[config.mk]
export PLATFORM = sky130hd
export DESIGN_NAME = gsw_queue
export DESIGN_NICKNAME = d
export VERILOG_FILES = /design/src/design/gsw_queue.sv
export SDC_FILE = /design/constraint.sdc
export NUM_CORES = 1
export LEC_CHECK = 0
export ABC_CLOCK_PERIOD_IN_PS = 1750
export BUFFER_PORTS_ARGS = -buffer_cell sky130_fd_sc_hd__buf_2
export CORE_UTILIZATION = 45
export DETAILED_ROUTE_END_ITERATION = 8
export HOLD_SLACK_MARGIN = 0.08
export PLACE_DENSITY_LB_ADDON = 0.12
export SETUP_SLACK_MARGIN = 0.02
export SLEW_MARGIN = 30
export SYNTH_ARGS = -nofsm -noshare
export SYNTH_HDL_FRONTEND = slang
export SYNTH_SLANG_ARGS = --single-unit
[constraint.sdc]
create_clock -name clk -period 1.75 [get_ports clk]
set_clock_uncertainty 0.2 [all_clocks]
set_input_delay 0.525 -clock clk [delete_from_list [all_inputs] [get_ports clk]]
set_output_delay 0.525 -clock clk [all_outputs]
set_load 0.05 [all_outputs]
[src/design/gsw_queue.sv]
// ----------------------------------------------------------------------------
// gsw_queue
// Two-entry queue that carries classified items from the front to the back.
// ----------------------------------------------------------------------------
`default_nettype none

module gsw_queue #(
    parameter int WIDTH = 8
) (
    input  wire logic             clk,
    input  wire logic             rst_n,
    input  wire logic             push,
    input  wire logic [WIDTH-1:0] push_data,
    output logic                  full,
    input  wire logic             pop,
    output logic      [WIDTH-1:0] pop_data,
    output logic                  empty
);

    logic [WIDTH-1:0] entry_reg [2];
    logic             wr_ptr_reg, wr_ptr_next;
    logic             rd_ptr_reg, rd_ptr_next;
    logic [1:0]       count_reg, count_next;

    assign full     = (count_reg == 2'd2);
    assign empty    = (count_reg == 2'd0);
    assign pop_data = entry_reg[rd_ptr_reg];

    // Advance pointers and count
    always_comb
    begin
        wr_ptr_next = push ? ~wr_ptr_reg : wr_ptr_reg;
        rd_ptr_next = pop ? ~rd_ptr_reg : rd_ptr_reg;
        count_next  = count_reg + 2'(push) - 2'(pop);
    end

    always_ff @(posedge clk or negedge rst_n)
    begin
        if (!rst_n)
        begin
            wr_ptr_reg <= 1'b0;
            rd_ptr_reg <= 1'b0;
            count_reg  <= 2'd0;
        end
        else
        begin
            wr_ptr_reg <= wr_ptr_next;
            rd_ptr_reg <= rd_ptr_next;
            count_reg  <= count_next;
        end
    end

    // Store pushed entry
    always_ff @(posedge clk)
    begin
        if (push)
        begin
            entry_reg[wr_ptr_reg] <= push_data;
        end
    end

    a_count_bound: assert property (@(posedge clk) disable iff (!rst_n)
        count_reg <= 2'd2)
        else $error("queue count out of range");

    a_no_overflow: assert property (@(posedge clk) disable iff (!rst_n)
        push |-> !full)
        else $error("push into full queue");

    a_no_underflow: assert property (@(posedge clk) disable iff (!rst_n)
        pop |-> !empty)
        else $error("pop from empty queue");

endmodule

`default_nettype wire

==> qor.txt, run 1 <==
Total GRT Usage: 15.57%
DRC errors left: 0
Antenna-violating nets left: 0
Layout Nets: 87
Largest net degree at the start of global routing: 12
Aggregate routed wire length: 1206 um
Die Wd: 44.38 um
Placed instance area: 952.2 um^2
CP max FO: 5
Yosys warns: 0
Mean number of vias per cell: 4.469
Synthesized instance count: 40
Synth Register Bits: 20
Die Y: 44.38 um
Max reg flops: 16
Number of library cell types mapped by synthesis: 11
Top cells by count, synth: 16 x edfxtp_1, 8 x mux2_4, 4 x dfrtp_1
IO Count: 22
Crit Reg-Reg Startpoint: count_reg[0]
H-Tree Level Count: 1
Clock slew at reported path FFs: 0.11 ns
Pwr Total: 2133 uW
CTS buffer count: 3
Crit path time final: 2.046 ns
Most used DFF post-synth: edfxtp_1
R2R depth: 5
CTS tree: done
Final hold violations: 0
Die footprint: 1970 um^2
Post-synth top area share: 59.44%
Startpoint Class: flip-flop
PortBufs: 21
Fin. max-slew vios: 0
First-pass GRT wire length: 2056 um
Final worst setup slack: -0.2965 ns
Final Non-Filler Cells: 96
WHS Endpoint: entry_reg[0][5]
1st-iter DRT viols: 1
Critical Path AT: 1.32 ns
Max-capacitance violation count: 0
Initial antenna violation count: 0
Setup violations, final: 9
N_diodes: 0
Synthesized area: 808.3 um^2
CTS sink count: 20
EDFF count, synth: 16
Design Area, Final: 1120 um^2
Vias in the first global route: 449
Layout area overhead: 38.54%
Post-DR wirelength/cell: 12.56 um
Max clock buf depth: 2
Hold Path Class: in2reg
Core Region: 1594 um^2
Layout cells sized above 1: 59.72%
Root buf cell: clkbuf_4
Critical Path Sink Type: primary output
Placed Cells: 86
Async set-reset flop share out of synthesis: 20.00%
Critical R2R Capture: count_reg[1]
Cell accounting for the most synthesized area: edfxtp_1
Setup Crit Path Kind: reg2out
Failing checks: negative setup slack
RSZ-0062 raised after global routing: true
HP Start: push_data[5]
Clock Latency Late Sink: 0.29 ns
Required time of the critical path: 1.02 ns
Seq/Total Area, Yosys: 71.83%
Count leader, synth: edfxtp_1
Final cell utilization of the core: 70.25%
Pre-Repair DR Iteration Count: 3
Max_slew headroom: 75.58%
Fin Hold WS: 0.2090 ns
Syn_nets: 54
Maximum VDD drop: 0.0009901 V
Worst Hold Depth: 1
Synthesized area per cell: 20.21 um^2
Routed vias: 429
# rows: 14
HPWL after DPL: 798.5 um
Top post-synthesis cells by area: edfxtp_1 59%, mux2_4 15%, dfrtp_1 12%
Max Clk Rate: 488.6 MHz
Gr ovfl total: 0
Initial Util: 50.71%
Outcome: finished with violations
Reg2Reg Setup Slack: 0.22 ns
Leakage power: 0.0004937 uW
Crit share post-route: 116.9%
Routability-driven placement congestion ratio: 0.6160
Pwr/cell area: 1905 nW/um^2
Least-Margin Pin Slew: 0.3662 ns
what timing repair did:
| action | CTS | global route |
|---|---|---|
| setup buffers | 4 | 1 |
| resized for setup | 27 | 0 |
| hold buffers | 1 | 0 |
| pin swaps | 0 | 0 |
| setup endpoints to repair | 10 | 10 |
| endpoints found under the hold margin | 4 | 0 |
worst max path at each step:
stage | cells past startpoint | from | slack, ns | endpoint
2_1_floorplan | 2 | rd_ptr_reg | 0.15 | pop_data[0]
3_3_place_gp | 2 | rd_ptr_reg | -0.14 | pop_data[6]
3_5_place_dp | 2 | rd_ptr_reg | -0.18 | pop_data[6]
4_1_cts | 3 | rd_ptr_reg | -0.30 | pop_data[6]
5_1_grt | 3 | rd_ptr_reg | -0.35 | pop_data[6]
6_report | 3 | rd_ptr_reg | -0.30 | pop_data[6]
stage by stage:
| stage | setup TNS [ns] | setup slack (ns) |
|---|---|---|
| floorplan | 0 | 0.1496 |
| global placement | -1.109 | -0.1409 |
| detailed placement | -1.375 | -0.1784 |
| CTS | -2.339 | -0.3026 |
| global route | -2.832 | -0.3496 |
| finish | -2.308 | -0.2965 |
report_power, final:
part	switching, uW	leakage, uW	internal, uW
Combinational	608	0.000277	546
Sequential	66.0	0.000196	650
Clock	136	0.0000210	127
Total	810	0.000494	1320
metal layers:
layer | wire length, um | vias to the layer above | global-route usage [%]
met5 | 0 | - | 0
met4 | 0 | 0 | 7.273
met3 | 28 | 0 | 4.898
met2 | 658 | 11 | 24.71
met1 | 519 | 208 | 19.55
li1 | - | 210 | -
cells by family (layout without fill, tap and decap cells):
family                   count (synthesis)  in the layout  synth area share [%]
flip-flops                              20             20                 71.83
adder cells (fa/ha/maj)                  2              2                 3.095
XOR/XNOR                                 3              3                 5.108
multiplexers                             8              8                 14.86
buffers and inverters                    3             35                 2.322
AND/OR/NAND/NOR                          4              4                 2.786
cell usage in the layout (no fill, tap or decap):
cell type	netlist	layout
edfxtp_1	16	16
buf_2	0	11
buf_6	1	10
mux2_4	8	8
buf_4	0	5
clkbuf_4	0	3
dfrtp_1	4	3
inv_1	2	2
xor2_1	2	2
ha_1	2	2
buf_8	0	2
xor3_1	1	1
nor2_2	0	1
and2_1	1	1
nor2b_4	0	1
nor2b_1	2	1
clkbuf_8	0	1
dlygate4sd3_1	0	1
dfrtp_2	0	1
layout make-up:
type	count	area, um^2
Fill cell	110	474.2
Timing Repair Buffer	29	245.2
Sequential cell	20	581.8
Tap cell	24	30.03
Clock buffer	4	36.28
Inverter	2	7.507
Multi-Input combinational cell	17	219.0
critical path, cell delays in order, from the launching register on:
cell	delay (ns)
dfrtp_2	0.43
buf_6	0.14
mux2_4	0.30
buf_8	0.15
Power figures use the tool's default switching activity.
==> run 2, diff against run 1 <==
- PLACE_DENSITY_LB_ADDON: 0.12 -> 0.08
==> run 2 against run 1 <==
Net effect: highest routed layer unchanged; clock-buffer cell count unchanged; setup slack improved by 0.031 ns; the flow still finishes with violations (negative setup slack); first-iteration DRC count increased to 5.0 times the previous value; via count decreased by 2.3%; critical path type unchanged; non-clock buffer count decreased by 2; combinational power decreased by 6%; die area unchanged; maximum frequency increased by 1.5%; utilization decreased by 1.9 points.
==> qor.txt, run 2 (synthesized netlist as in run 1, its figures left out) <==
Outcome: finished with violations
Failing checks: negative setup slack
CTS sink count: 20 (unchanged)
Most common cell after layout, fill and taps aside: edfxtp_1
Total GRT Usage: 13.07% (-2.5 points)
DRC errors left: 0 (unchanged)
Fin. max-slew vios: 0 (unchanged)
Critical Path AT: 1.29 ns (-0.03 ns)
Final hold violations: 0 (unchanged)
Hold Path Class: in2reg
Sequential share of power: 35.6% (+2.0 points)
Clock Latency Late Sink: 0.29 ns (about the same)
IO Count: 22 (unchanged)
Layout area overhead: 34.83%
Post-DR wirelength/cell: 10.80 um (-14%)
Critical R2R Capture: count_reg[1]
Core Region: 1594 um^2 (unchanged)
Max-capacitance violation count: 0 (unchanged)
1st-iter DRT viols: 5 (+4)
Placed instance area: 967.2 um^2 (+1.6%)
Design Area, Final: 1090 um^2 (-2.7%)
Max_slew headroom: 74.27% (-1.3 points)
Crit path time final: 2.016 ns (-0.03055 ns)
Antenna-violating nets left: 0 (unchanged)
Root buf cell: clkbuf_4
Die Wd: 44.38 um (unchanged)
Required time of the critical path: 1.02 ns (about the same)
Aggregate routed wire length: 1015 um (-16%)
Setup Crit Path Kind: reg2out
Comb power frac: 53.8% (-0.3 points)
Most frequent cells in the layout: 16 x edfxtp_1, 11 x buf_2, 11 x buf_6
Vias in the first global route: 449 (unchanged)
Worst Hold Depth: 1 (unchanged)
First-pass GRT wire length: 1800 um (-12%)
Maximum VDD drop: 0.001003 V (+1.3%)
Mean number of vias per cell: 4.457 (-0.25%)
Routed vias: 419 (-2.3%)
Layout cells sized above 1: 55.71% (-4.0 points)
Max Clk Rate: 496.1 MHz (+1.5%)
Clock share of power: 10.6% (-1.7 points)
Fillcell total: 117 (+6.4%)
N_diodes: 0 (unchanged)
CP max FO: 6 (+1)
Leakage power: 0.0004780 uW (-3.2%)
HP Start: push_data[4]
Initial Util: 50.71% (unchanged)
Clock slew at reported path FFs: 0.11 ns (about the same)
Initial antenna violation count: 0 (unchanged)
Crit share post-route: 115.2% (-1.7 points)
Die footprint: 1970 um^2 (unchanged)
Gr ovfl total: 0 (unchanged)
Routability-driven placement congestion ratio: 0.6037 (-2.0%)
RSZ-0062 raised after global routing: true
R2R depth: 5 (unchanged)
Critical Path Sink Type: primary output
Max clock buf depth: 2 (unchanged)
Max reg flops: 16 (unchanged)
Die Y: 44.38 um (unchanged)
Setup violations, final: 8 (-1)
Int Pwr: 1239 uW (-6.3%)
Layout Nets: 85 (-2.3%)
Pwr/cell area: 1838 nW/um^2 (-3.5%)
WHS Endpoint: entry_reg[0][4]
Largest net degree at the start of global routing: 12 (unchanged)
Net switching power figure: 764.5 uW (-5.7%)
PortBufs: 21 (unchanged)
Pre-Repair DR Iteration Count: 4 (+1)
Reg2Reg Setup Slack: 0.29 ns (+0.07 ns)
Final worst setup slack: -0.2659 ns (+0.03055 ns)
# rows: 14 (unchanged)
CTS tree: done
CTS buffer count: 3 (unchanged)
Crit Reg-Reg Startpoint: count_reg[0]
Least-Margin Pin Slew: 0.3860 ns (+0.01972 ns)
Setup TNS: -2.090 ns (+0.2184 ns)
Sw Ratio: 38.16% (+0.16 points)
H-Tree Level Count: 1 (unchanged)
Startpoint Class: flip-flop
-- run 2: cell types whose count changed in the layout (fill, tap and decap cells not counted), sizes merged --
cell,previous run,this run
buf,28,26
-- run 2: stage by stage --
stage / cells / utilization [%] / worst slack [ns] / hold slack, ns / total power, uW
final: 94 / 68.37 / -0.2659 / 0.2119 / 2003
after global routing: 94 / 68.37 / -0.3308 / 0.1961 / 2112
after CTS: 94 / 67.90 / -0.2790 / 0.1981 / 2005
after detailed placement: 88 / 60.68 / -0.005284 / 0.1401 / 1601
after global placement: 88 / 60.68 / 0.002904 / 0.1364 / 1595
after floorplan: 40 / - / 0.1496 / 0.02941 / 1434
-- run 2: critical path: stages (launching register included) --
cell	delay, ns
dfrtp_1	0.41
buf_6	0.15
mux2_4	0.30
buf_6	0.15
-- run 2: worst max-delay path by stage --
| stage | from | endpoint | slack [ns] | cells after the start |
|---|---|---|---|---|
| after detailed placement | rd_ptr_reg | pop_data[6] | -0.005 | 3 |
| after global routing | rd_ptr_reg | pop_data[0] | -0.33 | 3 |
| after CTS | rd_ptr_reg | pop_data[4] | -0.28 | 3 |
| after floorplan | rd_ptr_reg | pop_data[0] | 0.15 | 2 |
| after global placement | rd_ptr_reg | pop_data[6] | 0.003 | 3 |
| final | rd_ptr_reg | pop_data[6] | -0.27 | 3 |
-- run 2: what timing repair did --
item	4_1_cts	5_1_grt
pin swaps	0	0
resized for setup	22	2
setup buffers	1	0
endpoints found under the setup margin	10	10
hold endpoints to repair	4	0
hold buffers	1	0
-- run 2: routing by layer --
metal / vias up / part of all wire [%] / GRT usage, %
li1: 206 / - / -
met1: 202 / 42 / 16.90
met2: 11 / 54 / 20.88
met3: 0 / 3.2 / 3.673
met4: 0 / 0 / 5.455
met5: - / 0 / 0
-- run 2: power by group through the flow --
stage                     clock (uW)  sequential, uW  combinational, uW
after floorplan                    0             703                731
after global placement             0             714                882
after detailed placement           0             715                885
after CTS                        224             710               1070
after global routing             242             730               1140
final                            212             713               1080
-- run 2: area by class of cell --
class	count	area, um^2	share of cell area [%]
sequential	20	580.6	53.27
timing repair buffer	27	226.5	20.78
multi-input combinational	17	219.0	20.09
tap	24	30.03	2.755
clock buffer	4	26.28	2.411
inverter	2	7.507	0.6889
