## config.mk

```make
export PLATFORM = sky130hd
export DESIGN_NAME = gsw_front
export DESIGN_NICKNAME = d
export VERILOG_FILES = /design/src/design/gsw_pkg.sv /design/src/design/gsw_front.sv
export SDC_FILE = /design/constraint.sdc
export NUM_CORES = 1
export LEC_CHECK = 0
export ABC_CLOCK_PERIOD_IN_PS = 2100
export BUFFER_PORTS_ARGS = -buffer_cell sky130_fd_sc_hd__buf_2
export CAP_MARGIN = 25
export CELL_PAD_IN_SITES_DETAIL_PLACEMENT = 1
export CELL_PAD_IN_SITES_GLOBAL_PLACEMENT = 1
export CORE_UTILIZATION = 24
export CTS_CLUSTER_SIZE = 8
export DETAILED_ROUTE_END_ITERATION = 8
export GPL_ROUTABILITY_DRIVEN = 0
export MAX_ROUTING_LAYER = met4
export PLACE_DENSITY = 0.74
export SLEW_MARGIN = 20
export SYNTH_ARGS = -nofsm -noshare
export SYNTH_HDL_FRONTEND = slang
export SYNTH_SLANG_ARGS = --single-unit
```

## constraint.sdc

```tcl
create_clock -name clk -period 2.1 [get_ports clk]
set_clock_uncertainty 0.1 [all_clocks]
set_input_delay 0.21 -clock clk [delete_from_list [all_inputs] [get_ports clk]]
set_output_delay 0.21 -clock clk [all_outputs]
set_load 0.01 [all_outputs]
```

## src/design/gsw_pkg.sv

```systemverilog
// ----------------------------------------------------------------------------
// gsw_pkg
// Shared types, register codes and fixed-point helpers for the grid spring
// wave step block.
// ----------------------------------------------------------------------------
`default_nettype none

package gsw_pkg;

    // Defaults for the top-level parameters
    localparam int MAX_ROWS_DEF  = 64;
    localparam int MAX_COLS_DEF  = 64;
    localparam int FRAC_BITS_DEF = 16;

    // Fixed widths of the datapath
    localparam int DZW       = 35;   // sum of four 33-bit differences
    localparam int FRIC_BITS = 16;   // friction factor fraction bits
    localparam int CFG_IW    = 3;    // register index width
    localparam int CFG_DW    = 31;   // widest register

    // Register indexes
    localparam logic [CFG_IW-1:0] CFG_GRID_ROWS   = 3'd0;
    localparam logic [CFG_IW-1:0] CFG_GRID_COLS   = 3'd1;
    localparam logic [CFG_IW-1:0] CFG_BORDER      = 3'd2;
    localparam logic [CFG_IW-1:0] CFG_SPRING_GAIN = 3'd3;
    localparam logic [CFG_IW-1:0] CFG_FRICTION    = 3'd4;
    localparam logic [CFG_IW-1:0] CFG_MIN_SPEED   = 3'd5;

    typedef struct packed {
        logic signed [31:0] position;
        logic               locked;
    } item_t;

    typedef struct packed {
        logic signed [31:0] new_position;
        logic               run_last;
        logic               frame_end;
    } result_t;

    typedef struct packed {
        logic [6:0]  grid_rows;
        logic [6:0]  grid_cols;
        logic [5:0]  border_width;
        logic [30:0] spring_gain;
        logic [16:0] friction_factor;
        logic [15:0] min_speed;
    } cfg_t;

    typedef enum logic [3:0] {
        ST_CLEAR,
        ST_IDLE,
        ST_READ,
        ST_WRITE,
        ST_ADDR,
        ST_MUL,
        ST_ACC,
        ST_FRIC,
        ST_DONE
    } back_state_t;

    typedef enum logic [1:0] {
        JOB_UP,
        JOB_LEFT,
        JOB_CORNER
    } job_t;

    // Saturate a 64-bit signed value to 32 bits
    function automatic logic signed [31:0] sat32(input logic signed [63:0] v);
        logic signed [31:0] r;
        if (v > 64'sd2147483647)
            r = 32'sh7fffffff;
        else if (v < -64'sd2147483648)
            r = 32'sh80000000;
        else
            r = v[31:0];
        return r;
    endfunction

    // Exact difference a - b
    function automatic logic signed [32:0] diff33(input logic signed [31:0] a,
                                                 input logic signed [31:0] b);
        return 33'(a) - 33'(b);
    endfunction

endpackage

`default_nettype wire

```

## src/design/gsw_front.sv

```systemverilog
// ----------------------------------------------------------------------------
// gsw_front
// Accepts grid cells, tracks raster position and classifies each cell by
// row and column before handing it to the queue.
// ----------------------------------------------------------------------------
`default_nettype none

module gsw_front
    import gsw_pkg::*;
#(
    parameter int MAX_ROWS = MAX_ROWS_DEF,
    parameter int MAX_COLS = MAX_COLS_DEF,
    localparam int RIW   = $clog2(MAX_ROWS),
    localparam int CIW   = $clog2(MAX_COLS),
    localparam int ERW   = ($clog2(MAX_ROWS + 1) > 7) ? $clog2(MAX_ROWS + 1) : 7,
    localparam int ECW   = ($clog2(MAX_COLS + 1) > 7) ? $clog2(MAX_COLS + 1) : 7,
    localparam int REC_W = 32 + 1 + RIW + CIW + 2
) (
    input  wire logic             clk,
    input  wire logic             rst_n,
    input  wire logic             item_valid,
    output logic                  item_stall,
    input  wire item_t            item,
    input  wire logic [ERW-1:0]   eff_rows,
    input  wire logic [ECW-1:0]   eff_cols,
    input  wire logic             clearing,
    input  wire logic             q_full,
    output logic                  q_push,
    output logic      [REC_W-1:0] q_data
);

    logic [RIW-1:0] row_reg, row_next;
    logic [CIW-1:0] col_reg, col_next;
    logic           last_row;
    logic           last_col;

    // Classify the current raster position
    assign last_row = (ERW'(row_reg) + ERW'(1)) >= eff_rows;
    assign last_col = (ECW'(col_reg) + ECW'(1)) >= eff_cols;

    // Hold off input during the clearing pass or when the queue is full
    assign item_stall = q_full || clearing;
    assign q_push     = item_valid && !item_stall;
    assign q_data     = {item.position, item.locked, row_reg, col_reg, last_row, last_col};

    // Advance raster counters on each beat
    always_comb
    begin
        row_next = row_reg;
        col_next = col_reg;
        if (q_push)
        begin
            if (last_col)
            begin
                col_next = '0;
                row_next = last_row ? '0 : row_reg + RIW'(1);
            end
            else
            begin
                col_next = col_reg + CIW'(1);
            end
        end
    end

    always_ff @(posedge clk or negedge rst_n)
    begin
        if (!rst_n)
        begin
            row_reg <= '0;
            col_reg <= '0;
        end
        else
        begin
            row_reg <= row_next;
            col_reg <= col_next;
        end
    end

endmodule

`default_nettype wire

```

==> impl_metrics.ini, run 1 <==
[clock_network]
cts_buffers = 3
path_clk_slew_ps = 60
cts_max_level = 1
clock_path_buffers = 2
cts_tree = done
clockRootBuffer = clkbuf_8
clock_latency_ps = 240
cts_sinks = 12

[drt]
drc = 0
wl_per_cell_um = 13.7
ant_nets = 0
vias = 1172
vias_per_cell = 4.44
drtIter0Drc = 25
wl_um = 3620
drt_pre_antenna_iters = 2

[sta]
min_period_ps = 2360
setup_ws_ps = -255
finalSetupViolCount = 14
rsz0062_at_grt = true
holdWs_ps = 291
finalCritPeriodShare = 1.12
final-hold-violation-count = 0
relSlewSlack = 0.795
maxSlewViolCount = 0
fmaxAchievable_ghz = 0.425
tightest_slew_ps = 308

[global_routing]
grt_pass1_vias = 1187
grt_start_max_net_pins = 13
grt_usage = 0.124
antenna_found_initial = 0
grt_pass1_wl_um = 5190
overflow = 0

[finish]
layout.nets = 263
fin_util = 0.365
fillers = 623
syn_to_final_growth_pct = 44.6
layout-drive-gt1-share = 0.572
num_antenna_cells = 0
final_area_sq_um = 1890

[logic_synthesis]
yosysUniqueCellTypes = 32
syn_area_per_cell_sq_um = 8.47
ys_seq_elements = 12
synth_nets = 222
ys_warn_count = 0
synth-seq-area-share = 0.230
postSynthCellCount = 154
synthesis.area_sq_um = 1310

[power]
ir_drop_mv = 0.399
leakagePower_nw = 1.01
p_per_area_nw_per_um2 = 784
report.power.total_mw = 1.48

[floorplanning]
dieArea_sq_um = 5740
die_w_um = 75.7
io_pins = 101
core-area_sq_um = 5170
start_util = 0.252
row_count = 26
die-height_um = 75.7

[worst_setup_path]
worstPathMaxFanout = 3
end_kind = output port
timing.rr.start = col_reg[1]
required_ps = 1790
arrival_ps = 2050
critPathLaunch = col_reg[1]
worst_setup_path_start_kind = flip-flop
critPathKind = reg -> out

[worst_hold_path]
worstHoldPathType = in -> async

[placement]
port_buffers = 34
dpl_cell_area_sq_um = 1500
dp_hpwl_um = 2450

[status]
status = finished with violations
violations = negative setup slack

[run]
cap_violations = 0
[layout by cell type, fill, tap and decap left out, types with 5 or more instances in the layout]
cell	instances
buf_6	11
buf_2	32
inv_1	17
a21o_1	5
dfrtp_1	9
ha_1	14
buf_4	28
nand2_1	10
[final timing paths]
check	cells past startpoint	slack, ps	end
setup / recovery	9	-260	q_data[0]
hold / removal	2	290	col_reg[1]
setup reg to reg	9	-230	row_reg[5]
hold reg to reg	2	460	col_reg[4]
max in group asynchronous	2	1360	col_reg[2]
min in group clk	3	310	col_reg[5]
[cell usage after synthesis (all sizes together)]
cell	number	area, sq um
a21o	5	37.5
a21oi	3	15.0
a31oi	2	12.5
and3	1	6.26
buf	36	274
dfrtp	12	300
ha	16	200
inv	18	67.6
mux2	2	22.5
mux2i	2	20.0
nand2	13	53.8
nand2b	5	31.3
nand3	6	30.0
nand4	4	25.0
nand4b	1	8.76
nor2	6	25.0
nor2b	1	6.26
nor3	1	5.00
nor4	1	12.5
nor4b	1	15.0
o211ai	1	7.51
o21ai	7	38.8
o21bai	1	11.3
o2bb2ai	1	8.76
xnor2	4	35.0
xor2	4	35.0
[timing repair]
| action | 4_1_cts | 5_1_grt |
|---|---|---|
| gates cloned | 0 | 0 |
| buffers inserted | 8 | 8 |
| hold buffers | 1 | 0 |
| hold endpoints to repair | 12 | 0 |
| pin swaps | 18 | 11 |
| endpoints found under the setup margin | 14 | 14 |
| resized for setup | 23 | 21 |
[report_power, final]
group	leakage, nW	switching (mW)	internal [mW]	total [mW]
Combinational	0.837	0.417	0.493	0.910
Clock	0.0228	0.0863	0.134	0.220
Sequential	0.148	0.0671	0.282	0.349
[metal layers]
layer  routed length [um]  global-route usage  up-vias
met2                 2070               0.239       38
met1                 1330               0.123      570
met5                    0                   -        -
li1                     -                   -      556
met3                  137             0.00794        8
met4                   72              0.0638        0
[critical path, stage by stage, from the launching register on]
cell	delay [ps]
dfrtp_1	400
ha_4	180
nand3_4	100
xnor2_2	160
ha_1	320
a21oi_2	150
o21ai_1	70
o21bai_4	190
buf_6	130
buf_6	110
[per-stage QoR]
| stage | cells | TNS [ps] | setup slack (ps) |
|---|---|---|---|
| after floorplan | 154 | -676 | -136 |
| after global placement | 243 | -1170 | -170 |
| after detailed placement | 243 | -1730 | -208 |
| after CTS | 256 | -1860 | -226 |
| after global routing | 264 | -3530 | -348 |
| final | 264 | -2020 | -255 |
[cells by family (layout without fill, tap and decap cells)]
family                   after synthesis  after routing  synth area share
buffers and inverters                 54             94             0.262
AO/OA/AOI/OAI                         20             20             0.101
adder cells (fa/ha/maj)               16             16             0.153
XOR/XNOR                               8              8            0.0537
multiplexers                           4              4            0.0326
flip-flops                            12             12             0.230
AND/OR/NAND/NOR                       40             40             0.168
[layout make-up]
| cell class | instances | area, sq um | area share |
|---|---|---|---|
| clock buffer | 4 | 45.0 | 0.0239 |
| inverter | 18 | 67.6 | 0.0358 |
| multi-input combinational | 88 | 878 | 0.466 |
| sequential | 12 | 304 | 0.161 |
| tap | 70 | 87.6 | 0.0464 |
| timing repair buffer | 72 | 504 | 0.267 |
(Power assumes the default switching activity.)
==> run 2: changes to the inputs <==
--- a/config.mk
+++ b/config.mk
@@ -10,6 +10,7 @@
 export CAP_MARGIN = 25
 export CELL_PAD_IN_SITES_DETAIL_PLACEMENT = 1
 export CELL_PAD_IN_SITES_GLOBAL_PLACEMENT = 1
+export CORE_MARGIN = 3
 export CORE_UTILIZATION = 24
 export CTS_CLUSTER_SIZE = 8
 export DETAILED_ROUTE_END_ITERATION = 8
==> run 2 against run 1 <==
Net effect: the run still ends with negative setup slack left; global-route usage shrank 1.0 points; sequential share of layout area increased by 0.28 points; non-clock buffer count is 2 lower; via count decreased by 3.6%; critical path depth is the same; die area up 11%; worst setup slack worse by 21 ps; first-iteration DRC count decreased by 52%; count of clock-buffer cells in the layout stayed put; sequential power rose by 2%; largest cell class unchanged.
==> impl_metrics.ini, run 2 (synthesized netlist as in run 1, its figures left out) <==
[status]
status = finished with violations
violations = negative setup slack

[global_routing]
grt_pass1_vias = 1218
antenna_found_initial = 0
grt_pass1_wl_um = 5510
overflow = 0
grt_usage = 0.113
grt_start_max_net_pins = 13

[worst_setup_path]
ff2ff_setup_slack_ps = -230
r2r_end = col_reg[2]
worstPathMaxFanout = 3
critPathKind = reg -> out
cp-endpoint = q_data[0]
required_ps = 1790
arrival_ps = 2070
end_kind = output port
reg2regPathDepth = 11
timing.rr.start = col_reg[1]
worst_setup_path_start_kind = flip-flop
critPathLaunch = col_reg[1]

[floorplanning]
row_count = 26
start_util = 0.252
core-area_sq_um = 5170
io_pins = 101
dieArea_sq_um = 6360
die-height_um = 79.7
die_w_um = 79.7

[finish]
layout.nets = 261
final_area_sq_um = 1860
final_common_cell = buf_2
layout-drive-gt1-share = 0.552
finalNonFillerCells = 262
syn_to_final_growth_pct = 42.7
layout_common_cells = buf_2, buf_4, inv_1
num_antenna_cells = 0

[power]
p_seq_frac = 0.248
p_int_uw = 889
p_per_area_nw_per_um2 = 773
ir_drop_mv = 0.271
leakagePower_nw = 0.980
power_frac_comb = 0.599
p_sw_uw = 551
netSwitchingFraction = 0.383
p_clk_frac = 0.153

[clock_network]
clock_latency_ps = 240
cts_sinks = 12
cts_tree = done
path_clk_slew_ps = 60
cts_buffers = 3
clockRootBuffer = clkbuf_8
cts_max_level = 1
clock_path_buffers = 2

[sta]
min_period_ps = 2380
finalSetupViolCount = 14
rsz0062_at_grt = true
fmaxAchievable_ghz = 0.421
relSlewSlack = 0.802
finalCritPeriodShare = 1.13
tightest_slew_ps = 297
setup_ws_ps = -276
final-hold-violation-count = 0
setup_tns_ps = -2510
maxSlewViolCount = 0

[drt]
wl_per_cell_um = 13.6
ant_nets = 0
wl_um = 3560
drt_pre_antenna_iters = 4
vias = 1130
vias_per_cell = 4.31
drtIter0Drc = 12
drc = 0

[run]
cap_violations = 0

[worst_hold_path]
worstHoldPathType = in -> async

[placement]
port_buffers = 34
dp_hpwl_um = 2520
dp_cells = 241
dpl_worst_slack_ps = -214
dpl_cell_area_sq_um = 1480
-- run 2: power groups by stage --
stage	clock network (mW)	registers [mW]	logic, mW
after floorplan	0	0.378	0.346
after global placement	0	0.329	0.569
after detailed placement	0	0.335	0.595
after CTS	0.230	0.342	0.741
after global routing	0.241	0.367	0.943
final	0.221	0.357	0.862
-- run 2: worst max-delay path, cell delays in order (launching register included) --
cell and delay, ps:
dfrtp_1 420, ha_4 190, nand3_4 110, xnor2_4 220, ha_4 240, a21oi_2 140, o21ai_1 70, o21bai_4 190
buf_6 130, buf_6 110
-- run 2: metrics by stage --
stage	hold WS [ps]	total power, mW	utilization
finish	292	1.44	0.360
global route	315	1.55	0.360
CTS	302	1.31	0.326
detailed placement	11.2	0.930	0.286
global placement	15.8	0.898	0.286
floorplan	-186	0.724	-
-- run 2: worst min-delay path by stage --
stage          start         end  slack (ps)
2_1_floorplan  rst_n  col_reg[0]        -190
3_3_place_gp   rst_n  col_reg[5]          20
3_5_place_dp   rst_n  col_reg[5]          10
4_1_cts        rst_n  col_reg[5]         300
5_1_grt        rst_n  col_reg[1]         320
6_report       rst_n  col_reg[1]         290
-- run 2: layout make-up --
cell class	instances	area (sq um)
Tap cell	70	87.6
Timing Repair Buffer	70	493
Clock buffer	4	45.0
Sequential cell	12	305
Fill cell	601	3310
Inverter	18	67.6
Multi-Input combinational cell	88	863
-- run 2: metal layers --
metal	routed length, um	GRT usage
met3	191	0.0158
met5	0	-
met2	1970	0.210
met4	38	0.0541
met1	1360	0.117
-- run 2: repair_timing --
action,CTS,global route
setup endpoints to repair,14,14
endpoints found under the hold margin,12,0
pin swaps,14,19
hold buffers,1,0
gates resized for setup,20,21
buffers inserted,7,9
==> run 3: changes to the inputs <==
--- a/config.mk
+++ b/config.mk
@@ -5,18 +5,18 @@
 export SDC_FILE = /design/constraint.sdc
 export NUM_CORES = 1
 export LEC_CHECK = 0
+export ABC_AREA = 1
 export ABC_CLOCK_PERIOD_IN_PS = 2100
 export BUFFER_PORTS_ARGS = -buffer_cell sky130_fd_sc_hd__buf_2
 export CAP_MARGIN = 25
 export CELL_PAD_IN_SITES_DETAIL_PLACEMENT = 1
 export CELL_PAD_IN_SITES_GLOBAL_PLACEMENT = 1
-export CORE_MARGIN = 3
 export CORE_UTILIZATION = 24
 export CTS_CLUSTER_SIZE = 8
 export DETAILED_ROUTE_END_ITERATION = 8
 export GPL_ROUTABILITY_DRIVEN = 0
 export MAX_ROUTING_LAYER = met4
-export PLACE_DENSITY = 0.74
+export PLACE_DENSITY = 0.75
 export SLEW_MARGIN = 20
 export SYNTH_ARGS = -nofsm -noshare
 export SYNTH_HDL_FRONTEND = slang
==> run 3 against run 2 <==
Net effect: the run still ends with negative setup slack left; sequential power rose by 7.3%; total power rose by 3.7%; wire length rose by 6.2%; critical endpoint unchanged.
==> impl_metrics.ini, run 3 <==
[logic_synthesis]
ys_warn_count = 0
syn_area_per_cell_sq_um = 7.06
post-synth-top-area-fraction = 0.215
yosysUniqueCellTypes = 22
async_flop_share = 1.00
synthesis.area_sq_um = 1400
yosysMostFrequentCell = nand2_1
synth_area_leader_cell = dfrtp_1
ys_seq_elements = 12
synth_commonest_cells = nand2_1, buf_4, inv_1
synth_nets = 266
yosys-top-cells-area = dfrtp_1, buf_4, nand2_1
synthFlopType = dfrtp_1
postSynthCellCount = 198
synth-seq-area-share = 0.215
synth_edf_count = 0

[sta]
final-hold-violation-count = 0
maxSlewViolCount = 0
setup_ws_ps = -154
fmaxAchievable_ghz = 0.444
relSlewSlack = 0.758
min_period_ps = 2250
rsz0062_at_grt = true
finalSetupViolCount = 11
tightest_slew_ps = 363
finalCritPeriodShare = 1.07

[floorplanning]
row_count = 27
start_util = 0.251
die_w_um = 78.3
core-area_sq_um = 5570
dieArea_sq_um = 6130
die-height_um = 78.3
io_pins = 101

[finish]
fillers = 700
layout.nets = 296
final_area_sq_um = 1920
layout_common_cells = nand2_1, buf_2, inv_1
multi_input_area_sq_um = 948
syn_to_final_growth_pct = 37.4
layout-drive-gt1-share = 0.553
ff_latch_area_sq_um = 308
finalNonFillerCells = 298
final_common_cell = nand2_1
num_antenna_cells = 0

[power]
p_per_area_nw_per_um2 = 778
report.power.total_mw = 1.49
leakagePower_nw = 1.05
ir_drop_mv = 0.370

[clock_network]
cts_sinks = 12
clock_latency_ps = 240
cts_buffers = 3
clock_path_buffers = 2
cts_tree = done
path_clk_slew_ps = 60
cts_max_level = 1
clockRootBuffer = clkbuf_8

[worst_setup_path]
end_kind = output port
required_ps = 1790
cp_slowest_cell = dfrtp_2
worstPathMaxFanout = 3
crit_path_cell_trace = ha_4 -> nand3_4 -> xor2_4 -> inv_2 -> ha_4 -> nand2_2 -> nand2_2 -> a21oi_4 -> nand2_2 -> buf_6
worst_setup_path_start_kind = flip-flop
critPathKind = reg -> out
arrival_ps = 1940
path_common_cell = nand2_2
max_stage_delay_ps = 460

[status]
status = finished with violations
violations = negative setup slack

[global_routing]
grt_pass1_wl_um = 6000
grt_start_max_net_pins = 13
grt_pass1_vias = 1324
grt_usage = 0.130
overflow = 0
antenna_found_initial = 0

[drt]
wl_um = 3790
drt_pre_antenna_iters = 3
drc = 0
wl_per_cell_um = 12.7
ant_nets = 0
vias_per_cell = 4.14
drtIter0Drc = 21
vias = 1235

[placement]
dp_hpwl_um = 2590
dpl_cell_area_sq_um = 1450
port_buffers = 34
dp_cells = 276

[run]
cap_violations = 0

[worst_hold_path]
worstHoldPathType = in -> reg
==> run 3: cell types whose count changed in the layout (fill, tap and decap cells not counted), moves of 4 or more <==
cell / delta
xor2_1: -4
inv_2: +9
nand2b_1: -4
nand2_4: +4
nor2_1: +4
nand4_1: -4
nand2_1: +35
a21o_1: -5
nand2_2: +12
inv_1: +9
buf_6: -8
==> run 3: worst max-delay path, delay by kind of cell (launching register included) <==
| family | cells | cell delay [ps] |
|---|---|---|
| AO/OA/AOI/OAI | 1 | 140 |
| flip-flops | 1 | 460 |
| AND/OR/NAND/NOR | 4 | 270 |
| adder cells (fa/ha/maj) | 2 | 450 |
| XOR/XNOR | 1 | 170 |
| buffers and inverters | 2 | 200 |
==> run 3: final cells by class <==
cell class / count / area share
Clock buffer: 3 / 0.0215
Inverter: 38 / 0.0756
Multi-Input combinational cell: 113 / 0.494
Sequential cell: 12 / 0.160
Tap cell: 72 / 0.0469
Timing Repair Buffer: 60 / 0.202
==> run 3: routing by layer <==
layer | track usage | wire length, um | vias to the layer above
met5 | - | 0 | -
met4 | 0.0630 | 127 | 0
met3 | 0.0174 | 144 | 12
met2 | 0.244 | 2020 | 34
met1 | 0.133 | 1500 | 577
li1 | - | - | 612
==> run 3: cells by family after synthesis <==
logic type               count (synthesis)  synth area share
AO/OA/AOI/OAI                            8            0.0421
XOR/XNOR                                 5            0.0313
buffers and inverters                   73             0.290
AND/OR/NAND/NOR                         83             0.271
flip-flops                              12             0.215
multiplexers                             1           0.00716
adder cells (fa/ha/maj)                 16             0.143
==> run 3: report_power, final <==
part           total (mW)  internal [mW]  leakage (nW)  switching, mW
Combinational       0.892          0.430         0.879          0.462
Clock               0.219          0.127        0.0216         0.0921
Sequential          0.383          0.290         0.152         0.0929
==> run 3: path summary, 6_finish.rpt <==
kind	startpoint	to	slack (ps)	depth (start not counted)
hold / removal	item_valid	col_reg[2]	280	4
setup / recovery	col_reg[1]	q_data[0]	-150	10
setup reg to reg	col_reg[1]	row_reg[2]	-80	13
max in group asynchronous	rst_n	row_reg[2]	1350	2
min in group asynchronous	rst_n	col_reg[5]	290	2
hold reg to reg	row_reg[5]	row_reg[5]	440	2
==> run 3: repair_timing <==
item | in CTS | in global routing
cloned | 0 | 0
hold endpoints to repair | 12 | 0
gates resized for setup | 38 | 19
hold buffers | 1 | 0
setup endpoints to repair | 14 | 14
pin swaps | 20 | 14
setup buffers | 10 | 8
==> run 3: metrics by stage <==
step / hold WS, ps / setup WS [ps] / util / setup TNS (ps)
after floorplan: -186 / -21.8 / - / -21.8
after global placement: 9.50 / -48.6 / 0.260 / -226
after detailed placement: 21.9 / -100 / 0.260 / -1250
after CTS: 282 / -142 / 0.318 / -548
after global routing: 320 / -226 / 0.345 / -1890
final: 281 / -154 / 0.345 / -752
